**config.mk**
```make
export PLATFORM = sky130hd
export DESIGN_NAME = pcpd_cell
export DESIGN_NICKNAME = d
export VERILOG_FILES = /design/src/design/pcpd_pkg.sv /design/src/design/pcpd_cell.sv
export SDC_FILE = /design/constraint.sdc
export NUM_CORES = 1
export LEC_CHECK = 0
export BUFFER_PORTS_ARGS = -buffer_cell sky130_fd_sc_hd__buf_2
export CAP_MARGIN = 10
export CORE_MARGIN = 2
export CORE_UTILIZATION = 50
export DETAILED_ROUTE_END_ITERATION = 8
export PLACE_DENSITY = 0.77
export SLEW_MARGIN = 30
export SYNTH_ARGS = -nofsm -noshare
export SYNTH_HDL_FRONTEND = slang
export SYNTH_SLANG_ARGS = --single-unit
```
**constraint.sdc**
```tcl
create_clock -name clk -period 4.7 [get_ports clk]
set_input_delay 0.705 -clock clk [delete_from_list [all_inputs] [get_ports clk]]
set_output_delay 0.705 -clock clk [all_outputs]
set_load 0.01 [all_outputs]
```
**src/design/pcpd_pkg.sv**
```systemverilog
// Shared types and constants of the phase-code pulse decoder.
`default_nettype none

package pcpd_pkg;

  // Sample width of every I and Q field on both channels.
  localparam int SAMPLE_BITS = 16;

  // Four sample lanes travel together: main I, main Q, back I, back Q.
  localparam int N_LANES   = 4;
  localparam int LANE_MI   = 0;
  localparam int LANE_MQ   = 1;
  localparam int LANE_BI   = 2;
  localparam int LANE_BQ   = 3;

  // Configuration register file.
  localparam int BAUD_W     = 5;
  localparam int CODE_W     = 16;
  localparam int CODE_IDX_W = 4;
  localparam int CFG_IDX_W  = 2;
  localparam int CFG_DATA_W = 16;

  localparam logic [CFG_IDX_W-1:0] REG_BAUD_LENGTH = 2'd0;
  localparam logic [CFG_IDX_W-1:0] REG_CODE_SIGNS  = 2'd1;

  localparam logic [BAUD_W-1:0] BAUD_RESET = 5'd1;
  localparam logic [CODE_W-1:0] CODE_RESET = 16'd0;

  typedef logic [N_LANES-1:0][SAMPLE_BITS-1:0] lane_samples_t;

  typedef struct packed {
    logic                          last_sample;
    logic signed [SAMPLE_BITS-1:0] back_q;
    logic signed [SAMPLE_BITS-1:0] back_i;
    logic signed [SAMPLE_BITS-1:0] main_q;
    logic signed [SAMPLE_BITS-1:0] main_i;
  } in_item_t;

  typedef struct packed {
    logic                          seq_end;
    logic signed [SAMPLE_BITS-1:0] dec_back_q;
    logic signed [SAMPLE_BITS-1:0] dec_back_i;
    logic signed [SAMPLE_BITS-1:0] dec_main_q;
    logic signed [SAMPLE_BITS-1:0] dec_main_i;
  } out_item_t;

  // Control broadcast from the sequencer to every window cell.
  typedef struct packed {
    logic shift_en;
    logic clear_sum;
    logic run;
  } cell_ctl_t;

endpackage

`default_nettype wire

```
**src/design/pcpd_cell.sv**
```systemverilog
// One window cell: holds one sample of each lane and one stage of the partial-sum chain.
`default_nettype none

module pcpd_cell #(
  parameter int SUM_W = 21
) (
  input  wire                                         clk,
  input  pcpd_pkg::cell_ctl_t                         ctl,
  input  pcpd_pkg::lane_samples_t                     sample_in,
  input  wire                                         coef_en,
  input  wire                                         coef_neg,
  input  wire  [pcpd_pkg::N_LANES-1:0][SUM_W-1:0]     psum_in,
  output pcpd_pkg::lane_samples_t                     sample_out,
  output logic [pcpd_pkg::N_LANES-1:0][SUM_W-1:0]     psum_out
);

  localparam int EXT_W = SUM_W - pcpd_pkg::SAMPLE_BITS;

  pcpd_pkg::lane_samples_t                 sample_r;
  logic [pcpd_pkg::N_LANES-1:0][SUM_W-1:0] psum_r;
  logic [pcpd_pkg::N_LANES-1:0][SUM_W-1:0] psum_nxt;

  always_comb begin
    logic [SUM_W-1:0] ext;
    logic [SUM_W-1:0] term;
    for (int l = 0; l < pcpd_pkg::N_LANES; l++) begin
      ext  = {{EXT_W{sample_r[l][pcpd_pkg::SAMPLE_BITS-1]}}, sample_r[l]};
      term = '0;
      if (coef_en) begin
        term = coef_neg ? (~ext + SUM_W'(1)) : ext;
      end
      psum_nxt[l] = psum_in[l] + term;
    end
  end

  always_ff @(posedge clk) begin
    if (ctl.shift_en) begin
      sample_r <= sample_in;
    end
    if (ctl.clear_sum) begin
      psum_r <= '0;
    end else if (ctl.run) begin
      psum_r <= psum_nxt;
    end
  end

  assign sample_out = sample_r;
  assign psum_out   = psum_r;

endmodule

`default_nettype wire

```
# Word level (Yosys, flattened, before mapping)
# Index checks and enable logic that the tools add are counted.
[word_totals]
ff_bits = 148
input_bits = 154
wordCells = 28
[classes]
add_sub_neg = 8
muxes = 8
bitwise_logic = 4
[ops]
columns = ["operator", "n"]
rows = [
  ["two-way mux 21 bit", 8],
  ["adder 21 x 1 -> 21 bit, second input constant", 4],
  ["adder 21 bit", 4],
  ["NOT 21 bit", 4],
]

# Longest topological paths before layout
[depth]
word_depth = 5
depth_mapped = 16
mapped_depth_nobuf = 15

# Least setup slack after synthesis
# OpenSTA, ideal clock, no wires.
[synth_path]
kind = "input to register"
from = "input coef_neg"
to = "register psum_r, in the netlist psum_out[58]"
setup_time_ns = 0.128
arrival_time_ns = 3.668
t_required_ns = 4.572
setup_slack_ns = 0.904
path_stages = 13
path_cell_list = "clkbuf_1 > clkbuf_1 > clkbuf_1 > mux2i_1 > nor2b_1 > fa_1 > a211oi_1 > o21bai_1 > o311a_1 > or2_2 > a21oi_1 > xor2_1 > o21ai_0"
[synth_between]
elab_chain_cells = 3
[synth_rtl]
columns = ["item", "line_no", "source"]
rows = [
  ["from (decl)", "pcpd_cell.sv:11", "input wire coef_neg,"],
  ["two-way mux 21 bit", "pcpd_cell.sv:30", "term = coef_neg ? (~ext + SUM_W'(1)) : ext;"],
  ["two-way mux 21 bit", "pcpd_cell.sv:29", "if (coef_en) begin"],
  ["adder 21 bit", "pcpd_cell.sv:32", "psum_nxt[l] = psum_in[l] + term;"],
  ["to (signal assigned)", "pcpd_cell.sv:43", "psum_r <= psum_nxt;"],
  ["to (decl)", "pcpd_cell.sv:20", "logic [pcpd_pkg::N_LANES-1:0][SUM_W-1:0] psum_r;"],
]
# Every way passes these cells.
# A chain may end at the register's enable or synchronous reset.

# Final worst setup path
[layout_path]
from = "register sample_r, in the netlist sample_out[56]"
to = "register psum_r, in the netlist psum_out[82]"
[layout_between]
elab_chain_cells = 5
[layout_rtl]
columns = ["item", "line_no", "source"]
rows = [
  ["from (decl)", "pcpd_cell.sv:19", "pcpd_pkg::lane_samples_t sample_r;"],
  ["from (signal assigned)", "pcpd_cell.sv:38", "sample_r <= sample_in;"],
  ["NOT 21 bit", "pcpd_cell.sv:30", ""],
  ["adder 21 x 1 -> 21 bit", "pcpd_cell.sv:30", ""],
  ["two-way mux 21 bit *", "pcpd_cell.sv:30", ""],
  ["two-way mux 21 bit *", "pcpd_cell.sv:29", ""],
  ["adder 21 bit *", "pcpd_cell.sv:32", ""],
]
# Every way passes the cells marked *; elsewhere a longest branch is shown, timed or not.

==> results.md <==
- Worst-Skew Late Latency: 0.43 ns
- CTS Sinks: 148
- Total GRT Usage: 26.5%
- Initial Util: 50.6%
- Vias/cell: 5.60
- CTS tree: done
- Via Count: 9,963
- Switching share of power: 33.6%
- Fmax: 0.260 GHz
- Detailed placement HPWL: 23,400 um
- Routing usage on met1: 33.7%
- RSZ-0062 raised after global routing: no
- Sum of negative setup slack: 0 ns
- Layout cell share with drive strength beyond 1: 24.2%
- Critical path peak fanout: 8
- Cell Pwr Density: 327 mW/mm^2
- Post-synth top flop: dfxtp_1
- Clk network pwr share: 31.8%
- Grt met3 use: 5.14%
- Routability Congestion: 0.896
- Routed Antenna Nets: 0
- Post-CTS resize count: 0
- Max cap viols: 0
- First-pass GRT wire length: 46,500 um
- Port Buffers: 301
- Syn Area/Cell: 8.74 sq um
- Initial antenna violation count: 2
- Worst reg2reg path depth: 13
- Clock Skew: 0.0117 ns
- Worst slew pin tran: 0.729 ns
- Filler cells: 1,849
- Yosys Warn Count: 0
- H-tree lvl count: 4
- Fin crit share: 81.8%
- Nets: 1,731
- DR iter-0 viols: 536
- Synth Instances: 1,208
- P_sw: 1.42 mW
- Critical path type: register to register
- Crit end category: register
- Vias in the first global route: 9,407
- Max_slew headroom: 51.4%
- Area Growth Syn to Fin: 22.3%
- Pleak: 5.88 nW
- Status: complete, no violations
- Seq/Total Area, Yosys: 34.1%
- Seq cells post-synth: 148
- Drt pass-1 iters: 5
- Gr busiest metal: met2
- Final hold vios: 0
- Core Rows: 53
- WHS: 0.448 ns
- Post-CTS Hold Buffers: 0
- Final setup viols: 0
- Worst Hold Class: register to register
- P_int: 2.80 mW
- Peak supply drop: 0.240 mV
- Post-synth design cell area: 0.0106 sq mm
- Post-layout minimum cycle time: 3.84 ns
- Combinational share of power: 30.7%
- Total wire length: 30,300 um
- Yosys cell types: 62
- Largest net degree at the start of global routing: 63
- Net count of the mapped netlist: 1,450
- Worst-path clk slew: 0.07 ns
- Postcts setup bufs: 0
- CORE AREA: 0.0209 sq mm
- Die X: 149 um
- Total gr overflow: 0
- Max Slew Vio Count: 0
- DR DRC count: 0
- Worst Hold Path Cells: 2
- Max Root-Sink Buffers: 2
- Setup crit start kind: register
- Worst Path Required: 5.01 ns
- Ys async rst share: 0%
- Die Ht: 149 um
- Grt met2 use: 44.4%
- DR WL/cell: 17.0 um
- EDFF count, synth: 64
- Total Die Area: 0.0223 sq mm
- Root Buffer: clkbuf_16
- IO Count: 302
- CTS Buf Count: 17
- CP arrival: 4.16 ns
- Sequential share of power: 37.6%
## final cells by class
| cell class | instances | area, sq um | area share (%) |
|---|---|---|---|
| clock buffer | 19 | 443 | 3.43 |
| tap | 275 | 344 | 2.66 |
| inverter | 36 | 135 | 1.05 |
| antenna | 2 | 5.00 | 0.0387 |
| clock inverter | 13 | 125 | 0.969 |
| sequential | 148 | 3600 | 27.9 |
| multi-input combinational | 972 | 6640 | 51.4 |
| timing repair buffer | 314 | 1620 | 12.6 |
## sequential cells by signal, indices dropped and copies added (netlist names)
signal	flops
psum_out	84
sample_out	64
## synth_stat cells (11+ instances only)
| library cell | n | share of area, % |
|---|---|---|
| nor3_1 | 13 | 0.62 |
| o21ai_0 | 89 | 4.2 |
| nand3_1 | 24 | 1.1 |
| a21oi_1 | 78 | 3.7 |
| o41ai_1 | 12 | 0.99 |
| clkbuf_1 | 49 | 1.7 |
| o31ai_1 | 25 | 1.8 |
| a31oi_1 | 11 | 0.65 |
| nor2b_1 | 14 | 0.83 |
| o21a_1 | 29 | 2.1 |
| dfxtp_1 | 84 | 16 |
| ha_1 | 84 | 9.9 |
| mux2i_1 | 21 | 2.0 |
| a21o_1 | 31 | 2.2 |
| xor2_1 | 34 | 2.8 |
| nand2_1 | 113 | 4.0 |
| and2_1 | 61 | 3.6 |
| nor2_1 | 90 | 3.2 |
| edfxtp_1 | 64 | 18 |
| xnor2_1 | 79 | 6.5 |
| a211oi_1 | 23 | 1.6 |
| inv_1 | 36 | 1.3 |
| o211ai_1 | 14 | 0.99 |
## power groups by stage
stage	Clock, mW	Sequential (mW)	Combinational (mW)
4_1_cts	1.36	1.59	1.29
3_3_place_gp	0	1.61	1.26
3_5_place_dp	0	1.61	1.28
5_1_grt	1.41	1.60	1.43
2_1_floorplan	0	1.66	0.803
6_report	1.34	1.59	1.29
## routing by layer
layer | vias up | part of all wire (%)
met5 | - | 0
met4 | 0 | 3.0
met3 | 55 | 7.2
met1 | 4570 | 42
li1 | 4969 | -
met2 | 369 | 48
## worst max-delay path, stage by stage, from the launching register on
cell      delay (ns)
edfxtp_1        0.46
or4_1           0.60
or3_1           0.36
o21ai_0         0.20
xnor2_1         0.08
and2_1          0.16
ha_1            0.39
a21o_1          0.20
a211oi_1        0.40
o311ai_0        0.21
o211ai_1        0.12
a21boi_0        0.30
xor2_1          0.17
o21ai_0         0.08
## logic make-up after synthesis
kind of cell	share of synthesized area (%)
compound gates	22.9
flops	34.1
xor+xnor	9.37
simple gates	17.8
fa+ha+maj	10.7
mux	1.99
buf+inv	3.14
## placed cells by master, fill, tap and decap left out, types with 12 or more instances in the layout
master / n
nand2_1: 113
buf_4: 12
inv_1: 36
nor3_1: 13
edfxtp_1: 64
nor2b_1: 14
a21o_1: 31
o21ai_0: 89
dfxtp_1: 84
a211oi_1: 23
nand3_1: 24
mux2i_1: 21
o211ai_1: 14
o31ai_1: 25
o21a_1: 29
clkbuf_16: 17
nor2_1: 89
and2_1: 61
a21oi_1: 78
xor2_1: 34
buf_2: 301
ha_1: 84
xnor2_1: 79
o41ai_1: 12
## metrics by stage
step	util [%]	worst slack (ns)	cell area (sq um)	power, mW	instances
6_report	61.8	0.855	12900	4.22	1779
5_1_grt	61.8	0.574	12900	4.45	1779
4_1_cts	61.8	0.905	12900	4.24	1777
3_5_place_dp	59.1	0.882	12300	2.89	1745
3_3_place_gp	59.0	0.938	12300	2.87	1744
2_1_floorplan	-	0.904	10600	2.46	1208
## worst paths after layout
| check | start | endpoint | slack [ns] |
|---|---|---|---|
| setup / recovery | sample_out[56] | psum_out[82] | 0.86 |
| hold / removal | psum_out[11] | psum_out[11] | 0.45 |
| setup reg to reg | sample_out[56] | psum_out[82] | 0.86 |
| hold reg to reg | psum_out[11] | psum_out[11] | 0.45 |
Note: power is estimated with default switching activity, not from simulation.
