<file path="src/design/pcpd_pkg.sv">
// Shared types and constants of the phase-code pulse decoder.
`default_nettype none

package pcpd_pkg;

  // Sample width of every I and Q field on both channels.
  localparam int SAMPLE_BITS = 16;

  // Four sample lanes travel together: main I, main Q, back I, back Q.
  localparam int N_LANES   = 4;
  localparam int LANE_MI   = 0;
  localparam int LANE_MQ   = 1;
  localparam int LANE_BI   = 2;
  localparam int LANE_BQ   = 3;

  // Configuration register file.
  localparam int BAUD_W     = 5;
  localparam int CODE_W     = 16;
  localparam int CODE_IDX_W = 4;
  localparam int CFG_IDX_W  = 2;
  localparam int CFG_DATA_W = 16;

  localparam logic [CFG_IDX_W-1:0] REG_BAUD_LENGTH = 2'd0;
  localparam logic [CFG_IDX_W-1:0] REG_CODE_SIGNS  = 2'd1;

  localparam logic [BAUD_W-1:0] BAUD_RESET = 5'd1;
  localparam logic [CODE_W-1:0] CODE_RESET = 16'd0;

  typedef logic [N_LANES-1:0][SAMPLE_BITS-1:0] lane_samples_t;

  typedef struct packed {
    logic                          last_sample;
    logic signed [SAMPLE_BITS-1:0] back_q;
    logic signed [SAMPLE_BITS-1:0] back_i;
    logic signed [SAMPLE_BITS-1:0] main_q;
    logic signed [SAMPLE_BITS-1:0] main_i;
  } in_item_t;

  typedef struct packed {
    logic                          seq_end;
    logic signed [SAMPLE_BITS-1:0] dec_back_q;
    logic signed [SAMPLE_BITS-1:0] dec_back_i;
    logic signed [SAMPLE_BITS-1:0] dec_main_q;
    logic signed [SAMPLE_BITS-1:0] dec_main_i;
  } out_item_t;

  // Control broadcast from the sequencer to every window cell.
  typedef struct packed {
    logic shift_en;
    logic clear_sum;
    logic run;
  } cell_ctl_t;

endpackage

`default_nettype wire

</file>
<file path="src/design/pcpd_div.sv">
// Four-lane restoring divider that turns the signed correlation sums into truncated quotients.
`default_nettype none

module pcpd_div #(
  parameter int SUM_W = 21,
  parameter int LEN_W = 5
) (
  input  wire                                     clk,
  input  wire                                     rst_n,
  input  wire                                     start,
  input  wire  [pcpd_pkg::N_LANES-1:0][SUM_W-1:0] dividend,
  input  wire  [LEN_W-1:0]                        divisor,
  output logic                                    done,
  output pcpd_pkg::lane_samples_t                 quotient
);

  localparam int CNT_W = $clog2(SUM_W + 1);
  localparam int SB    = pcpd_pkg::SAMPLE_BITS;

  logic [CNT_W-1:0]                        cnt_r;
  logic                                    busy_r;
  logic                                    done_r;
  logic [LEN_W-1:0]                        div_r;
  logic [pcpd_pkg::N_LANES-1:0]            neg_r;
  logic [pcpd_pkg::N_LANES-1:0][SUM_W-1:0] quo_r;
  logic [pcpd_pkg::N_LANES-1:0][LEN_W-1:0] rem_r;
  logic [pcpd_pkg::N_LANES-1:0][SUM_W-1:0] quo_nxt;
  logic [pcpd_pkg::N_LANES-1:0][LEN_W-1:0] rem_nxt;

  // One quotient bit per lane and cycle, most significant first.
  always_comb begin
    logic [LEN_W:0] shifted;
    logic [LEN_W:0] diff;
    logic           fits;
    for (int l = 0; l < pcpd_pkg::N_LANES; l++) begin
      shifted    = {rem_r[l], quo_r[l][SUM_W-1]};
      diff       = shifted - {1'b0, div_r};
      fits       = (shifted >= {1'b0, div_r});
      rem_nxt[l] = fits ? diff[LEN_W-1:0] : shifted[LEN_W-1:0];
      quo_nxt[l] = {quo_r[l][SUM_W-2:0], fits};
    end
  end

  always_ff @(posedge clk) begin
    if (!rst_n) begin
      busy_r <= 1'b0;
      done_r <= 1'b0;
      cnt_r  <= '0;
    end else if (start) begin
      busy_r <= 1'b1;
      done_r <= 1'b0;
      cnt_r  <= CNT_W'(SUM_W);
    end else if (busy_r) begin
      cnt_r <= cnt_r - CNT_W'(1);
      if (cnt_r == CNT_W'(1)) begin
        busy_r <= 1'b0;
        done_r <= 1'b1;
      end
    end
  end

  always_ff @(posedge clk) begin
    if (start) begin
      div_r <= divisor;
      for (int l = 0; l < pcpd_pkg::N_LANES; l++) begin
        neg_r[l] <= dividend[l][SUM_W-1];
        quo_r[l] <= dividend[l][SUM_W-1] ? (~dividend[l] + SUM_W'(1)) : dividend[l];
        rem_r[l] <= '0;
      end
    end else if (busy_r) begin
      quo_r <= quo_nxt;
      rem_r <= rem_nxt;
    end
  end

  // The sign is applied after truncation, which rounds toward zero and wraps to the sample width.
  always_comb begin
    for (int l = 0; l < pcpd_pkg::N_LANES; l++) begin
      quotient[l] = neg_r[l] ? (~quo_r[l][SB-1:0] + SB'(1)) : quo_r[l][SB-1:0];
    end
  end

  assign done = done_r;

endmodule

`default_nettype wire

</file>
<file path="config.mk">
export PLATFORM = sky130hd
export DESIGN_NAME = pcpd_div
export DESIGN_NICKNAME = d
export VERILOG_FILES = /design/src/design/pcpd_pkg.sv /design/src/design/pcpd_div.sv
export SDC_FILE = /design/constraint.sdc
export NUM_CORES = 1
export LEC_CHECK = 0
export BUFFER_PORTS_ARGS = -buffer_cell sky130_fd_sc_hd__buf_2
export CAP_MARGIN = 15
export CORE_ASPECT_RATIO = 1.5
export CORE_MARGIN = 3
export CORE_UTILIZATION = 55
export CTS_BUF_LIST = sky130_fd_sc_hd__clkbuf_8
export DETAILED_ROUTE_END_ITERATION = 7
export GPL_TIMING_DRIVEN = 0
export PLACE_DENSITY = 0.83
export REMOVE_ABC_BUFFERS = 1
export SLEW_MARGIN = 20
export SYNTH_ARGS = -nofsm -noshare
export SYNTH_HDL_FRONTEND = slang
export SYNTH_SLANG_ARGS = --single-unit
</file>
<file path="constraint.sdc">
create_clock -name clk -period 4.65 [get_ports clk]
set_input_delay 0.93 -clock clk [delete_from_list [all_inputs] [get_ports clk]]
set_output_delay 0.93 -clock clk [all_outputs]
set_load 0.05 [all_outputs]
</file>
### Yosys cells after proc, flatten, opt, wreduce, memory -nomap -nowiden

Index checks and enable logic that the tools add are counted.

* word-level logic and storage cells: 63
* register bits after elaboration: 120

* add/sub/neg operators: 13
* muxes and demuxes: 19
* bitwise operators: 9
* reductions and logical operators: 3
* magnitude comparators: 4
* equality and inequality tests: 1

Operators with widths (number)
* $mux W84: 2
* $add A21 B1 Y21 const B: 4
* $mux W21: 4
* $not A21 Y21: 4
* $add A16 B1 Y16 const B: 4
* $mux W16: 4
* $not A16 Y16: 4
* $mux W5: 6
* $ge A6 B5 Y1: 4
* $sub A5 B5 Y5: 4
* $eq A5 B1 Y1 const B: 1
* $sub A5 B1 Y5 const B: 1
* $mux W1: 3
* $reduce_and A2 Y1: 1
* $reduce_bool A2 Y1: 1
* $reduce_or A2 Y1: 1
* $not A1 Y1: 1

### Depth between registers and ports, before layout

* depth after elaboration: 4
* mapped depth: 8

### Worst setup path before layout

Ideal clock, no wire load.

* kind: input-to-reg
* start point: in start
* end point: reg quo_r (netlist bit quo_nxt[10]), enable pin
* data arrival time: 3353 ps
* path slack: 860 ps
* stages on the path: 5
* required time: 4213 ps
* library setup time: 437 ps
* cells stage by stage: clkbuf_1 clkbuf_1 nor2_1 clkbuf_1 inv_1

* word-level cells in the longest chain between the ends: 1

RTL lines
* start: declaration: RTL line pcpd_div.sv:10 `input wire start,`
* $reduce_bool A2 Y1 (no line)
* end signal: indexed assignment: RTL line pcpd_div.sv:67 `quo_r[l] <= dividend[l][SUM_W-1] ? (~dividend[l] + SUM_W'(1)) : dividend[l];`
* end signal: assignment: RTL line pcpd_div.sv:71 `quo_r <= quo_nxt;`
* end: declaration: RTL line pcpd_div.sv:25 `logic [pcpd_pkg::N_LANES-1:0][SUM_W-1:0] quo_r;`

Every way passes these cells.
A chain may end at the register's enable or synchronous reset.

==> impl_metrics.csv <==
group,metric,value,unit
run_status,status,"finished clean",
finish,regArea,0.00333,mm²
clocking,numCtsBuffers,17,
finish,fin_util,0.652,
yosys,yosysSeqAreaShare,0.368,
global_routing,overflow,0,
clocking,cts_root_buffer,"clkbuf_8",
clocking,cts_tree,"built",
setup_path,crit_family,"simple AND/OR/NAND/NOR gates",
yosys,yosys.area_share.xor_xnor,0.104,
routing,via_per_inst,6.06,
die,start_util,0.569,
finish,nNetsFinal,1295,
timing,finalHoldViolCount,0,
yosys,avgSynthCellArea,8.68,µm²
setup_path,critPathRequiredTime,3.72,ns
min_path,holdPathStages,2,
finish,areaGrowthSynthToFinish,14.6,%
timing,max_slew_margin,0.270,
power_and_ir_drop,peakVddDrop,0.000210,V
min_path,hp-start,"rem_r[19]$_SDFFE_PP0P_",
clocking,htreeDepth,4,
yosys,async_reset_ff_frac,0,
timing,setup_slack,0.894,ns
yosys,yosys.area_share.simple,0.233,
min_path,hold_path_end,"rem_r[19]$_SDFFE_PP0P_",
finish,layout-drive-gt1-share,0.179,
setup_path,critPathArrivalTime,2.83,ns
power_and_ir_drop,power,3640,µW
setup_path,r2r_cells,3,
routing,drt-pass1-iter-count,5,
place,place_congestion,0.864,
place,dp_worst_setup_slack,1.25,ns
routing,drtIter0Drc,523,
setup_path,worst_path_largest_cell_delay,0.56,ns
clocking,path_clk_slew,0.07,ns
global_routing,grt_max_degree,104,
die,core_area,0.0159,mm²
place,port_buffers,156,
die,io_pins,157,
timing,tightest_slew,1.09,ns
die,die_x,111,µm
yosys,ys_types,65,
global_routing,track_usage,0.242,
timing,drv_slew,0,
routing,wl_met2,11400,µm
timing,setup_viol,0,
clocking,cts_sinks,120,
yosys,synth-edff-count,93,
setup_path,r2r_end,"quo_nxt[28]$_DFFE_PP_",
routing,top_layer,"met4",
run,max_cap_viol_count,0,
setup_path,path_max_fanout,5,
routing,wl_met1,9080,µm
clocking,cts_resized,0,
place,dp_hpwl,16000,µm
setup_path,cp-end-kind,"output pin",
yosys,synth_top_family_by_area,"simple AND/OR/NAND/NOR gates",
finish,multi_input_area,0.00534,mm²
min_path,hp-class,"reg2reg",
yosys,synth_area,0.00905,mm²
global_routing,grt_pass1_wl,37000,µm
timing,fin_crit,3.76,ns
power_and_ir_drop,p_leak,0.00400,µW
die,die_h,163,µm
power_and_ir_drop,p_per_area,351,mW/mm²
routing,vias,8391,
routing,drtAntennaViolNets,0,
yosys,synth_mux_area_frac,0.0123,
setup_path,start_kind,"flip-flop",
yosys,synth_compound_area_frac,0.191,
clocking,cts_max_path_buffers,2,
routing,drc,0,
yosys,synthAdderAreaFrac,0.0503,
routing,dr_wl_met3,1050,µm
setup_path,critPathKind,"reg2out",
setup_path,crit_path_cell_trace,"or3_1 -> or3b_2 -> o41ai_1 -> xnor2_1 -> buf_2",
timing,finalCritPeriodShare,0.808,
setup_path,rrSetupSlack,1.93,ns
die,rows,56,
yosys,yosysWarnings,0,
global_routing,grt_pass1_vias,7934,
timing,skew,0.0182,ns
timing,fmax,266,MHz
setup_path,slowest_stage,"or3b_2",
clocking,clkLatencyLatePin,0.44,ns
yosys,ys.flop_type,"edfxtp_1",
yosys,postSynthCellCount,1042,
finish,num-fill-cells,1397,
routing,wl_per_cell,15.9,µm
global_routing,antenna_found_initial,0,
setup_path,critPathBufInv,1,
routing,drt_wl_total,22000,µm
finish,diodes,0,
setup_path,r2r-start,"busy_r$_SDFF_PN0_",
yosys,ys_ff_latch,120,
clocking,ctsHoldBuffers,0,
timing,rsz0062_at_grt,"false",
clocking,post_cts_buffers,0,
die,dieArea,0.0181,mm²
## power breakdown
group / leakage [µW] / internal (µW) / switching [µW]
sequential: 0.00115 / 1300 / 121
combinational: 0.00265 / 395 / 832
clock: 0.000202 / 532 / 465
total: 0.00400 / 2220 / 1420
## cells in the mapped netlist (3+ instances only)
library cell	n	area, µm²
nor2_1	117	439
edfxtp_1	93	2790
xnor2_1	77	674
a21oi_1	76	380
nand2_1	70	263
o21ai_0	54	270
nor3_1	46	230
inv_1	44	165
clkbuf_1	38	143
or3_1	34	213
nand3_1	32	160
o31ai_1	31	233
ha_1	30	375
xor2_1	30	263
dfxtp_1	27	541
or4_1	26	195
nand2b_1	14	87.6
nor4_1	14	87.6
nand4_1	12	75.1
o41ai_1	12	105
mux2i_1	10	100
o211ai_1	10	75.1
a21o_1	9	67.6
a221oi_1	9	78.8
a311oi_1	9	78.8
a31oi_1	7	43.8
buf_1	7	26.3
nor2b_1	7	43.8
or4b_2	7	70.1
o2111ai_1	6	52.6
a211oi_1	5	37.5
nand3b_1	5	37.5
a21boi_0	4	30.0
a32o_1	4	40.0
a41oi_1	4	35.0
and3_1	4	25.0
and3b_1	4	35.0
buf_4	4	30.0
fa_1	4	80.1
or2_2	4	25.0
a211o_1	3	26.3
a31o_2	3	26.3
nand4b_1	3	26.3
o21a_1	3	22.5
## registers in the layout (all words and copies together), names as in the netlist
register / cells
busy_r: 1
cnt_r: 5
div_r: 5
done: 1
neg_r: 4
quo_nxt: 80
quo_r: 4
rem_r: 20
## how the worst max path moves through the flow
stage          slack [ns]                   from  cells past startpoint                    end
2_1_floorplan        1.33  quo_nxt[43]$_DFFE_PP_                      4           quotient[47]
3_3_place_gp        -2.35                  start                      3  quo_nxt[29]$_DFFE_PP_
3_5_place_dp         1.25                  start                      5  quo_nxt[10]$_DFFE_PP_
4_1_cts              0.90  quo_nxt[64]$_DFFE_PP_                      5           quotient[63]
5_1_grt              0.78  quo_nxt[64]$_DFFE_PP_                      5           quotient[63]
6_report             0.89  quo_nxt[64]$_DFFE_PP_                      5           quotient[63]
## routing by layer
metal	up-vias	GRT usage
li1	4167	-
met1	3929	0.288
met2	252	0.438
met3	43	0.0356
met4	0	0.0930
met5	-	0
## cell families (layout without fill, tap and decap cells)
group	after synthesis	after routing
AND/OR/NAND/NOR	411	411
AO/OA/AOI/OAI	263	263
flip-flops	120	120
XOR/XNOR	107	107
buffers and inverters	96	236
adder cells (fa/ha/maj)	34	34
multiplexers	11	11
## layout by cell type, fill, tap and decap left out, types with 14 or more instances in the layout
cell	n
o21ai_0	54
inv_1	42
or4_1	26
nor4_1	14
nor2_1	117
buf_2	155
edfxtp_1	93
nand3_1	32
clkbuf_8	17
nand2_1	70
or3_1	34
o31ai_1	31
xnor2_1	77
xor2_1	30
nor3_1	46
a21oi_1	76
dfxtp_1	27
nand2b_1	14
ha_1	30
## per-stage QoR
stage	TNS, ns	instance area (µm²)	hold WS [ns]	cells
final	0	10400	0.467	1385
after global routing	0	10400	0.487	1385
after CTS	0	10400	0.466	1385
after detailed placement	0	9960	0.451	1353
after global placement	-253.23	9870	0.438	1350
after floorplan	0	8840	0.426	991
## worst register-to-register path, cell delays in order (launching register included)
cell	delay, ns
dfxtp_1	0.61
nor2_1	0.98
inv_4	0.45
buf_16	0.33
## cell type report
type	instances	area share
clock inverter	15	0.0169
sequential	120	0.322
timing repair buffer	159	0.0832
inverter	45	0.0165
tap	203	0.0245
clock buffer	17	0.0226
multi-input combinational	826	0.515
(Power assumes the default switching activity.)
